**src/design/fcae_pkg.sv**
```systemverilog
// ----------------------------------------------------------------------------
// fcae_pkg
// Shared types and constants of the four-sequence autocorrelation energy core.
// ----------------------------------------------------------------------------
package fcae_pkg;

  // default sequence store depth per sequence
  localparam int MaxLenDef = 256;

  // correlation word width
  localparam int CorrW = 12;

  // configuration port
  localparam int CfgIdxW  = 1;
  localparam int CfgDataW = 9;
  localparam logic [CfgIdxW-1:0]  CfgLenFirst  = 1'b0;
  localparam logic [CfgIdxW-1:0]  CfgLenSecond = 1'b1;
  localparam logic [CfgDataW-1:0] LenFirstRst  = 9'd32;
  localparam logic [CfgDataW-1:0] LenSecondRst = 9'd31;

  // energy limits
  localparam logic [28:0] EnergyCap = 29'h1000_0000;

  // item kinds
  typedef enum logic [1:0] {
    KIND_LOAD = 2'd0,
    KIND_CALC = 2'd1,
    KIND_FLIP = 2'd2
  } kind_e;

  // sequencer states
  typedef enum logic [2:0] {
    ST_IDLE,
    ST_CLR,
    ST_RC_RUN,
    ST_RC_TAIL,
    ST_PREP,
    ST_ROT,
    ST_FIN
  } state_e;

  typedef struct packed {
    logic [1:0] kind;
    logic [1:0] which_sequence;
    logic [7:0] position;
    logic       element_value;
  } in_word_t;

  typedef struct packed {
    logic [28:0]        energy;
    logic signed [29:0] energy_change;
    logic               all_zero;
  } out_word_t;

  // per-cell control
  typedef struct packed {
    logic clr;   // zero the correlation
    logic acc;   // accumulate stream products
    logic rot;   // take the neighbor's correlation
  } cell_ctl_t;

endpackage

```
**src/design/fcae_cell.sv**
```systemverilog
// ----------------------------------------------------------------------------
// fcae_cell
// One shift of the correlation chain: holds the correlation of its shift and
// one tap of the element delay line.
// ----------------------------------------------------------------------------
module fcae_cell (
  input  logic                       clk_i,
  input  logic                       rst_ni,
  input  fcae_pkg::cell_ctl_t        ctl_i,
  input  logic                       x_i,       // current stream element
  input  logic                       sv_i,      // stream element valid
  input  logic                       acc_ok_i,  // cell takes part in accumulation
  input  logic                       tap_i,     // element shift positions back
  input  logic                       vin_i,     // tap valid
  input  logic [fcae_pkg::CorrW-1:0] corr_i,    // neighbor correlation
  output logic                       tap_o,
  output logic                       vld_o,
  output logic [fcae_pkg::CorrW-1:0] corr_o
);
  import fcae_pkg::*;

  logic             tap_q;
  logic             vld_q;
  logic [CorrW-1:0] corr_q, corr_d;

  // delay line tap
  always_ff @(posedge clk_i or negedge rst_ni) begin
    if (!rst_ni) begin
      vld_q <= 1'b0;
    end else begin
      vld_q <= vin_i;
    end
  end

  always_ff @(posedge clk_i) begin
    tap_q <= tap_i;
  end

  // correlation update
  always_comb begin
    corr_d = corr_q;
    if (ctl_i.clr) begin
      corr_d = '0;
    end else if (ctl_i.rot) begin
      corr_d = corr_i;
    end else if (ctl_i.acc && acc_ok_i && sv_i && vin_i) begin
      corr_d = (x_i == tap_i) ? corr_q + CorrW'(1) : corr_q - CorrW'(1);
    end
  end

  always_ff @(posedge clk_i or negedge rst_ni) begin
    if (!rst_ni) begin
      corr_q <= '0;
    end else begin
      corr_q <= corr_d;
    end
  end

  assign tap_o  = tap_q;
  assign vld_o  = vld_q;
  assign corr_o = corr_q;

endmodule

```
**config.mk**
```make
export PLATFORM = sky130hd
export DESIGN_NAME = fcae_cell
export DESIGN_NICKNAME = d
export VERILOG_FILES = /design/src/design/fcae_pkg.sv /design/src/design/fcae_cell.sv
export SDC_FILE = /design/constraint.sdc
export NUM_CORES = 1
export LEC_CHECK = 0
export BUFFER_PORTS_ARGS = -buffer_cell sky130_fd_sc_hd__buf_4
export CAP_MARGIN = 20
export CORE_MARGIN = 4
export CORE_UTILIZATION = 25
export CTS_BUF_LIST = sky130_fd_sc_hd__clkbuf_4 sky130_fd_sc_hd__clkbuf_8 sky130_fd_sc_hd__clkbuf_16
export DETAILED_ROUTE_END_ITERATION = 7
export GPL_ROUTABILITY_DRIVEN = 1
export PLACE_DENSITY = 0.42
export SLEW_MARGIN = 5
export SYNTH_ARGS = -nofsm -noshare
export SYNTH_HDL_FRONTEND = slang
export SYNTH_SLANG_ARGS = --single-unit
export TNS_END_PERCENT = 30
```
**constraint.sdc**
```tcl
create_clock -name clk_i -period 3.4 [get_ports clk_i]
set_input_delay 0.17 -clock clk_i [delete_from_list [all_inputs] [get_ports clk_i]]
set_output_delay 0.17 -clock clk_i [all_outputs]
set_load 0.1 [all_outputs]
```
# == Word-level counts from Yosys, hierarchy flattened ==
# Index checks and enable logic that the tools add are counted.
# totals
reg_bits,14
# classes
n_reduce_logical,4
add_sub_neg,2
muxes,4
n_eq_ne,1
# op_table
op,n
2-to-1 mux 12 bit,4
"adder 12 x 1 -> 12 bit, second input constant",1
"subtractor 12 x 1 -> 12 bit, second input constant",1
logical AND 1 bit,3
nonzero test 3 bit,1
== test 1 bit,1

# == Depth between registers and ports, before layout ==
# Gate-level depths: netlist (run 1).
# logic_depth
word_depth,6
mapped_depth,7
depth_no_buf,7

# == Least setup slack after synthesis (run 1) ==
# No wires, ideal clock.
# synth_timing
kind,reg-to-reg
from,"reg corr_q[4], in the netlist corr_o[4]"
to,"reg corr_q[9], in the netlist corr_o[9]"
path_buffers,0
t_arrival_ns,2.308
period_less_slack_ns,2.379
setup_time_ns,0.071
setup_slack_ns,1.021
required_ns,3.329
path_stages_with_launch,7
path_cell_list,dfrtp_1 > ha_1 > a21oi_4 > o211a_4 > o21ai_2 > or4b_1 > nand3_1
# synth_between
elab_chain_cells,5
word_cells_on_any_way,6
# synth_rtl
element,line_no,source
start: declaration,fcae_cell.sv:24,"logic [CorrW-1:0] corr_q, corr_d;"
start signal: assignment,fcae_cell.sv:55,corr_q <= corr_d;
subtractor 12 x 1 -> 12 bit or adder 12 x 1 -> 12 bit (tied branches),fcae_cell.sv:47,corr_d = (x_i == tap_i) ? corr_q + CorrW'(1) : corr_q - CorrW'(1);
2-to-1 mux 12 bit *,fcae_cell.sv:47,
2-to-1 mux 12 bit *,fcae_cell.sv:46,end else if (ctl_i.acc && acc_ok_i && sv_i && vin_i) begin
2-to-1 mux 12 bit *,fcae_cell.sv:44,end else if (ctl_i.rot) begin
2-to-1 mux 12 bit *,fcae_cell.sv:42,if (ctl_i.clr) begin
# Mark *: on every way between the ends. The rest lies on a longest branch, timed or not. The select of a mux whose other input is x is not followed.
# A chain may end at the register's enable or synchronous reset.

# == Worst setup path after layout (run 1) ==
# layout_timing
from,"reg corr_q[0], in the netlist corr_o[0]"
to,"reg corr_q[8], in the netlist corr_o[8]"
# The elaborated chain is that of the path after synthesis.

==> run_results.csv, run 1 <==
group,metric,value,unit
sta,worst_pin_slew,0.884,ns
pwr,peakVddDrop,0.207,mV
critical_path,rrSetupSlack,1.45,ns
critical_path,crit_required,3.52,ns
layout,drive_above_1_share,28.1,%
place,dp_hpwl,2410,um
drt,via_count,1055,
critical_path,worstPathCellList,"fa_1 > a21oi_1 > o211ai_1 > a31oi_1 > xor2_1 > o21ai_0",
critical_path,crit_slowest_cell,"fa_1",
drt,drc,0,
cts,clock_tree.buffer_depth,2,
logic_synthesis,avgSynthCellArea,9.07,um^2
sta,relSlewSlack,40.8,%
drt,via_per_inst,5.02,
floorplanning,dieArea,5550,um^2
floorplanning,die_h,74.5,um
drt,firstDrtPassIters,4,
global_routing,overflow,0,
drt,wl_per_cell,15.0,um
pwr,p_leak,0.686,nW
sta,tns,0,ns
outcome,status,"completed",
logic_synthesis,synth-seq-cells,14,
critical_path,timing.rr.end,"corr_o[8]",
critical_path,critical-path-max-stage-delay,0.48,ns
drt,wl,3160,um
hold_path,hold_start,"tap_i",
cts,cts_resized,0,
cts,cts_tree,"done",
critical_path,rr_startpoint,"corr_o[0]",
logic_synthesis,synth_nets,156,
sta,drv_slew,0,
cts,h-tree-depth,1,
cts,cts_made_buffers,3,
layout,final_cell_mix,"36 x buf_4, 13 x dfrtp_1, 11 x ha_1",
cts,clkSinkCount,14,
global_routing,grt.total_usage,11.9,%
sta,worst_slack,1.45,ns
cts,clkTransAtPathRegs,0.07,ns
flow_run,maxCapViolCount,0,
logic_synthesis,synth_top_area_share,29.4,%
global_routing,grt_start_max_net_pins,19,
cts,cts_hold_buf,1,
critical_path,endpoint,"corr_o[8]",
critical_path,worst-path-stages,6,
critical_path,worstSetupEndpointType,"flop",
floorplanning,ios,36,
layout,mostFrequentLayoutCell,"buf_4",
cts,cts_setup_buffers,0,
critical_path,path_delay_family,"compound AO/OA/AOI/OAI gates",
floorplanning,initial_utilization,26.7,%
place,place_ws,1.24,ns
floorplanning,placement_rows,23,
sta,period_share,57.3,%
sta,rsz0062_at_grt,"false",
critical_path,critPathLaunchType,"flop",
critical_path,reg2regPathDepth,6,
cts,root_buffer,"clkbuf_8",
logic_synthesis,netlist_top_cells_area,"dfrtp_1 29%, ha_1 12%, xor2_1 4.8%",
cts,clkLatencyLatePin,0.25,ns
critical_path,crit_buf_inv,0,
global_routing,met2_usage,18.9,%
sta,layout_min_cycle_time,1.95,ns
critical_path,crit_start,"corr_o[0]",
global_routing,grt_use_met3,3.65,%
place,place_congestion,0.877,
layout,num-nets-final,195,
hold_path,hold_path_class,"in -> reg",
sta,finalHoldViolCount,0,
global_routing,grt_pass1_wl,5020,um
logic_synthesis,synth_top_area_cell,"dfrtp_1",
global_routing,grt_pass1_vias,1001,
floorplanning,core_area,4140,um^2
sta,setup_violations,0,
critical_path,critPathKind,"reg -> reg",
layout,areaGrowthSynthToFinish,34.7,%
place,port_buffers,35,
critical_path,cp_max_fo,5,
sta,fin_skew,0.00598,ns
pwr,finalPower,788,uW
logic_synthesis,synth_area,1110,um^2
sta,max_freq,513,MHz
drt,drtIter0Drc,45,
floorplanning,die_x,74.5,um
global_routing,top_usage_layer,"met2",
global_routing,met1_usage,16.5,%
drt,final_antenna_net_count,0,
layout,antenna_cells,0,
logic_synthesis,syn_inst,122,
critical_path,arrival,2.07,ns
logic_synthesis,yosysSeqAreaShare,31.2,%
global_routing,antenna_found_initial,0,
logic_synthesis,synth_cell_types,38,
pwr,cellPowerDensity,529,nW/um^2
logic_synthesis,ys_warn_count,0,
==> where the power goes <==
group	total, mW	internal, mW	switching [mW]	leakage [nW]
Sequential	0.205	0.185	0.0193	0.178
Combinational	0.411	0.134	0.277	0.480
Clock	0.173	0.103	0.0699	0.0288
Total	0.788	0.422	0.366	0.686
==> worst reg2reg max path, stage by stage, from the launching register on <==
cell and delay, ns:
dfrtp_1 0.46, fa_1 0.48, a21oi_1 0.26, o211ai_1 0.13, a31oi_1 0.21, xor2_1 0.18
o21ai_0 0.10
==> worst min-delay path by stage <==
stage	endpoint	slack, ns	depth (start not counted)
5_1_grt	tap_o	0.02	1
3_5_place_dp	corr_o[3]	0.04	1
3_3_place_gp	corr_o[4]	0.04	1
4_1_cts	tap_o	0.02	1
2_1_floorplan	corr_o[0]	-0.13	0
6_report	tap_o	0.03	1
==> synthesized netlist by cell type (all sizes together) <==
cell	number
a21oi	8
a222oi	1
a22o	2
a22oi	3
a31oi	3
a32oi	3
a41o	1
buf	2
clkbuf	1
dfrtp	13
dfxtp	1
fa	1
ha	11
inv	3
mux2i	2
nand2	10
nand2b	2
nand3	6
nand4	1
nor2	10
nor2b	3
nor3	1
nor3b	1
nor4	1
o211a	1
o211ai	2
o21a	2
o21ai	13
o21bai	2
o22ai	1
or4b	1
xnor2	4
xor2	6
==> stage by stage <==
| step | util (%) | std cells | cell area, um^2 | hold slack (ns) |
|---|---|---|---|---|
| global placement | 34.4 | 205 | 1430 | 0.0393 |
| finish | 36.0 | 210 | 1490 | 0.0323 |
| CTS | 36.0 | 210 | 1490 | 0.0223 |
| floorplan | - | 122 | 1110 | -0.126 |
| global route | 36.0 | 210 | 1490 | 0.0198 |
| detailed placement | 34.4 | 205 | 1430 | 0.0407 |
==> flip-flops by register name, summed over array words and instances (netlist names) <==
register	flops
tap_o	1
corr_o	12
vld_o	1
==> final cells by class <==
cell class	instances	area, um^2
well taps	50	62.6
repair buffers	37	280
fillers	439	2650
multi-input cells	102	736
flip-flops and latches	14	345
inverters	3	11.3
clock buffers	4	55.1
==> cell families after synthesis <==
logic type      count (synthesis)  share of synthesized area [%]
flops                          14                           31.2
mux                             2                           1.81
buf+inv                         6                           2.26
fa+ha+maj                      12                           14.3
simple gates                   36                           15.5
compound gates                 42                           27.0
xor+xnor                       10                           7.92
==> routing by layer <==
layer,up-vias,share of wire (%)
met1,488,47
met4,0,0.32
li1,534,-
met5,-,0
met2,31,46
met3,2,6.6
Note: power is estimated with default switching activity, not from simulation.
==> run 2, diff against run 1 <==
Settings changed: ABC_AREA set to 1, PLACE_DENSITY 0.42 to 0.41.
Clock period 3.4 ns to 1.96 ns, I/O delays scaled along.
==> run 2 against run 1 <==
Compared with the run above: register-to-register slack worse by 1.2 ns; sequential cell count is the same; die area up 18%.
==> run_results.csv, run 2 <==
group,metric,value,unit
outcome,status,"completed",
global_routing,grt_start_max_net_pins,18,
sta,period_share,87.8,%
hold_path,hold_start,"corr_i[0]",
critical_path,worstSetupEndpointType,"flop",
logic_synthesis,synth-seq-cells,14,
logic_synthesis,yosysMostFrequentCell,"nand2_1",
logic_synthesis,synth_nets,241,
sta,whs,0.116,ns
floorplanning,die_h,80.9,um
floorplanning,ios,36,
sta,rsz0062_at_grt,"false",
cts,clock_tree.buffer_depth,2,
hold_path,hold_path_class,"in -> reg",
critical_path,crit_slowest_cell,"fa_1",
drt,wl_per_cell,11.6,um
critical_path,rrSetupSlack,0.24,ns
sta,worst_pin_slew,0.622,ns
hold_path,worstHoldPathCells,3,
pwr,peakVddDrop,0.301,mV
drt,final_antenna_net_count,0,
critical_path,cp_max_fo,6,
pwr,cellPowerDensity,724,nW/um^2
global_routing,grt.total_usage,12.6,%
cts,clkSinkCount,14,
cts,h-tree-depth,1,
cts,cts_tree,"done",
global_routing,overflow,0,
sta,worst_slack,0.238,ns
logic_synthesis,netlist_top_cells_area,"dfrtp_1 24%, nand2_1 22%, ha_1 10%",
logic_synthesis,synth_top_area_share,24.5,%
layout,design_area,1750,um^2
global_routing,grt_pass1_wl,6240,um
logic_synthesis,synth_top_area_cell,"dfrtp_1",
layout,num-nets-final,281,
pwr,switchingPower,579,uW
place,place_congestion,0.783,
floorplanning,initial_utilization,25.9,%
critical_path,timing.rr.end,"corr_o[6]",
logic_synthesis,synth_area,1330,um^2
layout,largest_reg_flops,12,
critical_path,rr_startpoint,"corr_o[0]",
flow_run,maxCapViolCount,0,
place,place_ws,0.211,ns
layout,mostFrequentLayoutCell,"nand2_1",
cts,cts_made_buffers,3,
drt,wl,3680,um
sta,finalHoldViolCount,0,
logic_synthesis,syn_inst,207,
pwr,p_int,689,uW
sta,fin_skew,0.00134,ns
floorplanning,core_area,5140,um^2
critical_path,reg2regPathDepth,9,
sta,relSlewSlack,58.5,%
place,dpl_cell_area,1670,um^2
floorplanning,dieArea,6550,um^2
pwr,pwr-share-comb,48.8,%
logic_synthesis,avgSynthCellArea,6.42,um^2
critical_path,critPathKind,"reg -> reg",
drt,via_per_inst,4.20,
critical_path,worstPathCellList,"fa_1 > inv_1 > nor2_2 > nor2_2 > o21ai_2 > or2_1 > nand3_1 > nand2_1 > nand2_1",
logic_synthesis,synth_edf_count,0,
pwr,p_seq_share,27.3,%
pwr,p_leak,0.983,nW
layout,final_cell_mix,"78 x nand2_1, 35 x buf_4, 28 x nor2_1, 26 x inv_1, 14 x nand3_1",
logic_synthesis,synth-main-ff-cell,"dfrtp_1",
cts,cts_hold_buf,3,
place,port_buffers,35,
pwr,power_frac_clock,24.0,%
drt,via_count,1326,
drt,firstDrtPassIters,4,
sta,layout_min_cycle_time,1.72,ns
cts,cts_resized,0,
cts,root_buffer,"clkbuf_8",
hold_path,hold_end,"corr_o[0]",
critical_path,critical-path-max-stage-delay,0.49,ns
pwr,finalPower,1.27,mW
logic_synthesis,yosysSeqAreaShare,26.0,%
pwr,swShare,45.6,%
floorplanning,die_x,80.9,um
drt,drtIter0Drc,48,
critical_path,critPathLaunchType,"flop",
place,dp_hpwl,2850,um
sta,tns,0,ns
logic_synthesis,yosys-top-cells-count,"78 x nand2_1, 28 x nor2_1, 26 x inv_1, 14 x nand3_1, 13 x dfrtp_1",
global_routing,antenna_found_initial,0,
floorplanning,placement_rows,26,
cts,clkTransAtPathRegs,0.07,ns
critical_path,arrival,1.91,ns
logic_synthesis,synth_cell_types,26,
global_routing,grt_pass1_vias,1299,
layout,antenna_cells,0,
sta,max_freq,581,MHz
drt,drc,0,
layout,areaGrowthSynthToFinish,31.8,%
sta,setup_violations,0,
logic_synthesis,ys_warn_count,0,
cts,cts_setup_buffers,0,
critical_path,crit_required,2.15,ns
logic_synthesis,async_flop_share,92.9,%
cts,clkLatencyLatePin,0.25,ns
layout,drive_above_1_share,23.2,%
sta,drv_slew,0,
==> run 2: changes by cell type after synthesis, sizes merged, moves of 3 or more <==
cell / delta
a21oi: -3
nand2: +69
o21ai: -6
nor2b: -3
nand4: +3
nor2: +21
inv: +24
a31oi: -3
a22oi: -3
a32oi: -3
xor2: -4
nand3: +9
==> run 2: area by class of cell <==
class                   count  area [um^2]
inverters                  27          109
well taps                  70         87.6
repair buffers             39          313
multi-input cells         162          831
fillers                   612         3390
clock buffers               4         55.1
flip-flops and latches     14          357
==> run 2: kinds of logic after synthesis <==
group           after synthesis  share of synthesized area (%)
xor+xnor                      5                           3.30
buf+inv                      31                           11.5
fa+ha+maj                    12                           11.9
compound gates               13                           5.65
flops                        14                           26.0
simple gates                130                           40.2
mux                           2                           1.51
==> run 2: power groups by stage <==
| stage | sequential (mW) | combinational, mW | clock [mW] |
|---|---|---|---|
| final | 0.346 | 0.618 | 0.304 |
| after global routing | 0.351 | 0.683 | 0.332 |
| after CTS | 0.346 | 0.625 | 0.324 |
| after detailed placement | 0.352 | 0.618 | 0 |
| after global placement | 0.352 | 0.622 | 0 |
| after floorplan | 0.539 | 0.274 | 0 |
==> run 2: how the worst max path moves through the flow <==
stage                          from          to  slack (ns)  depth (start not counted)
after floorplan           corr_o[9]  corr_o[10]       -0.05                          9
after global placement        tap_i   corr_o[5]        0.19                         13
after detailed placement      tap_i   corr_o[7]        0.21                         13
after CTS                 corr_o[0]   corr_o[6]        0.23                          9
after global routing      corr_o[5]   corr_o[7]        0.12                         11
final                     corr_o[0]   corr_o[6]        0.24                          9
==> run 2: routing by layer <==
layer  track usage, %  routed length, um  vias to the layer above
met4             3.04                 31                        0
met3             2.66                140                        2
met1             17.0               1760                      577
met2             20.6               1750                       22
met5                0                  0                        -
li1                 -                  -                      725
==> run 2: critical path: cells and delay by family, from the launching register on <==
family | cells | cell delay, ns
AOI/OAI and AO/OA | 1 | 0.07
DFF | 1 | 0.46
adders and majority gates | 1 | 0.49
and+or+nand+nor | 6 | 0.56
buffers and inverters | 1 | 0.09
==> run 2: metrics by stage <==
| stage | std cells | util [%] |
|---|---|---|
| 6_report | 316 | 34.1 |
| 5_1_grt | 316 | 34.1 |
| 4_1_cts | 316 | 34.1 |
| 3_5_place_dp | 309 | 32.4 |
| 3_3_place_gp | 309 | 32.4 |
| 2_1_floorplan | 207 | - |
==> run 3, diff against run 2 <==
Settings changed: PLACE_DENSITY 0.41 to 0.51.
==> run 3 against run 2 <==
Compared with the run above: global-route usage is 0.57 points lower; utilization about the same; via count up 2.2%.
==> run_results.csv, run 3 (synthesis gave the netlist of run 2 again) <==
group,metric,value,unit
outcome,status,"completed",
cts,cts_setup_buffers,0,
drt,firstDrtPassIters,5,
pwr,power_frac_clock,22.1,%
cts,cts_resized,0,
pwr,pwr-share-comb,49.9,%
pwr,swShare,45.6,%
layout,antenna_cells,0,
drt,wl_per_cell,11.0,um
place,place_congestion,0.873,
hold_path,hold_path_class,"in -> reg",
sta,max_freq,602,MHz
hold_path,hold_start,"corr_i[0]",
floorplanning,die_h,80.9,um
pwr,finalPower,1.23,mW
critical_path,critical-path-max-stage-delay,0.46,ns
place,dpl.cell_count,310,
pwr,switchingPower,561,uW
drt,wl_met3,83,um
floorplanning,dieArea,6550,um^2
cts,cts_made_buffers,3,
sta,relSlewSlack,61.3,%
floorplanning,ios,36,
floorplanning,placement_rows,26,
drt,wl_met2,1710,um
critical_path,arrival,1.85,ns
cts,h-tree-depth,1,
floorplanning,core_area,5140,um^2
critical_path,worstSetupEndpointType,"flop",
layout,drive_above_1_share,23.5,%
layout,final_cell_mix,"78 x nand2_1, 36 x buf_4, 28 x nor2_1, 26 x inv_1, 14 x nand3_1",
pwr,peakVddDrop,0.246,mV
pwr,p_seq_share,28.0,%
global_routing,grt.total_usage,12.1,%
floorplanning,die_x,80.9,um
global_routing,antenna_found_initial,0,
drt,wl_met1,1610,um
layout,design_area,1750,um^2
critical_path,critPathLaunchType,"flop",
sta,period_share,84.8,%
layout,num-nets-final,282,
layout,mostFrequentLayoutCell,"nand2_1",
floorplanning,initial_utilization,25.9,%
global_routing,overflow,0,
layout,finalNonFillerCells,317,
sta,worst_pin_slew,0.579,ns
drt,via_per_inst,4.27,
place,dp_hpwl,2710,um
global_routing,grt_pass1_vias,1391,
critical_path,crit_required,2.15,ns
critical_path,crit_slowest_cell,"dfrtp_2",
cts,root_buffer,"clkbuf_8",
cts,clkTransAtPathRegs,0.06,ns
layout,largest_reg_flops,12,
layout,areaGrowthSynthToFinish,31.9,%
flow_run,maxCapViolCount,0,
drt,drtIter0Drc,64,
cts,cts_tree,"done",
cts,clock_tree.buffer_depth,2,
sta,rsz0062_at_grt,"false",
pwr,p_int,670,uW
sta,whs,0.122,ns
place,place_ws,0.215,ns
sta,setup_violations,0,
sta,layout_min_cycle_time,1.66,ns
place,port_buffers,35,
critical_path,critPathKind,"reg -> reg",
place,dpl_cell_area,1670,um^2
critical_path,worstPathCellList,"fa_1 > inv_1 > nor2_2 > nor2_2 > o21ai_2 > or2_1 > nand3_1 > nand2_1 > nand2_1",
drt,final_antenna_net_count,0,
cts,clkLatencyLatePin,0.25,ns
sta,tns,0,ns
sta,finalHoldViolCount,0,
sta,fin_skew,0.00262,ns
critical_path,crit_start,"corr_o[0]",
drt,wl,3500,um
drt,drc,0,
drt,top_layer_used,"met4",
sta,worst_slack,0.298,ns
critical_path,rr_startpoint,"corr_o[0]",
global_routing,grt_pass1_wl,6190,um
pwr,p_leak,0.986,nW
pwr,cellPowerDensity,702,nW/um^2
cts,clkSinkCount,14,
layout,finish.utilization,34.1,%
sta,drv_slew,0,
drt,via_count,1355,
critical_path,cp_max_fo,6,
global_routing,grt_start_max_net_pins,18,
[run 3: final timing paths]
path	slack [ns]	to	cells past startpoint
setup / recovery	0.30	corr_o[6]	9
hold / removal	0.12	corr_o[0]	3
setup reg to reg	0.30	corr_o[6]	9
hold reg to reg	0.51	corr_o[7]	2
max in group asynchronous	1.53	corr_o[2]	2
min in group asynchronous	0.24	corr_o[6]	2
[run 3: worst max-delay path, delay by kind of cell (launching register included)]
kind,cells,cell delay (ns)
DFF,1,0.46
and+or+nand+nor,6,0.55
AOI/OAI and AO/OA,1,0.07
buffers and inverters,1,0.09
adders and majority gates,1,0.44
[run 3: repair_timing]
| item | in CTS | in global routing |
|---|---|---|
| setup endpoints to repair | 0 | 0 |
| hold buffers | 3 | 0 |
| endpoints found under the hold margin | 15 | 0 |
[run 3: power by group through the flow]
stage / sequential, mW / combinational, mW / clock [mW]
after floorplan: 0.539 / 0.274 / 0
after global placement: 0.352 / 0.614 / 0
after detailed placement: 0.351 / 0.615 / 0
after CTS: 0.346 / 0.622 / 0.288
after global routing: 0.351 / 0.677 / 0.292
final: 0.345 / 0.614 / 0.272
[run 3: layout make-up]
class | instances | area, um^2
clock buffer | 4 | 48.8
fill | 602 | 3390
inverter | 27 | 109
multi-input combinational | 162 | 831
sequential | 14 | 357
tap | 70 | 87.6
timing repair buffer | 40 | 320
[run 3: metal layers]
layer	vias up	track usage, %
met1	604	14.4
met5	-	0
met4	0	6.25
met3	8	1.77
met2	17	20.8
li1	726	-
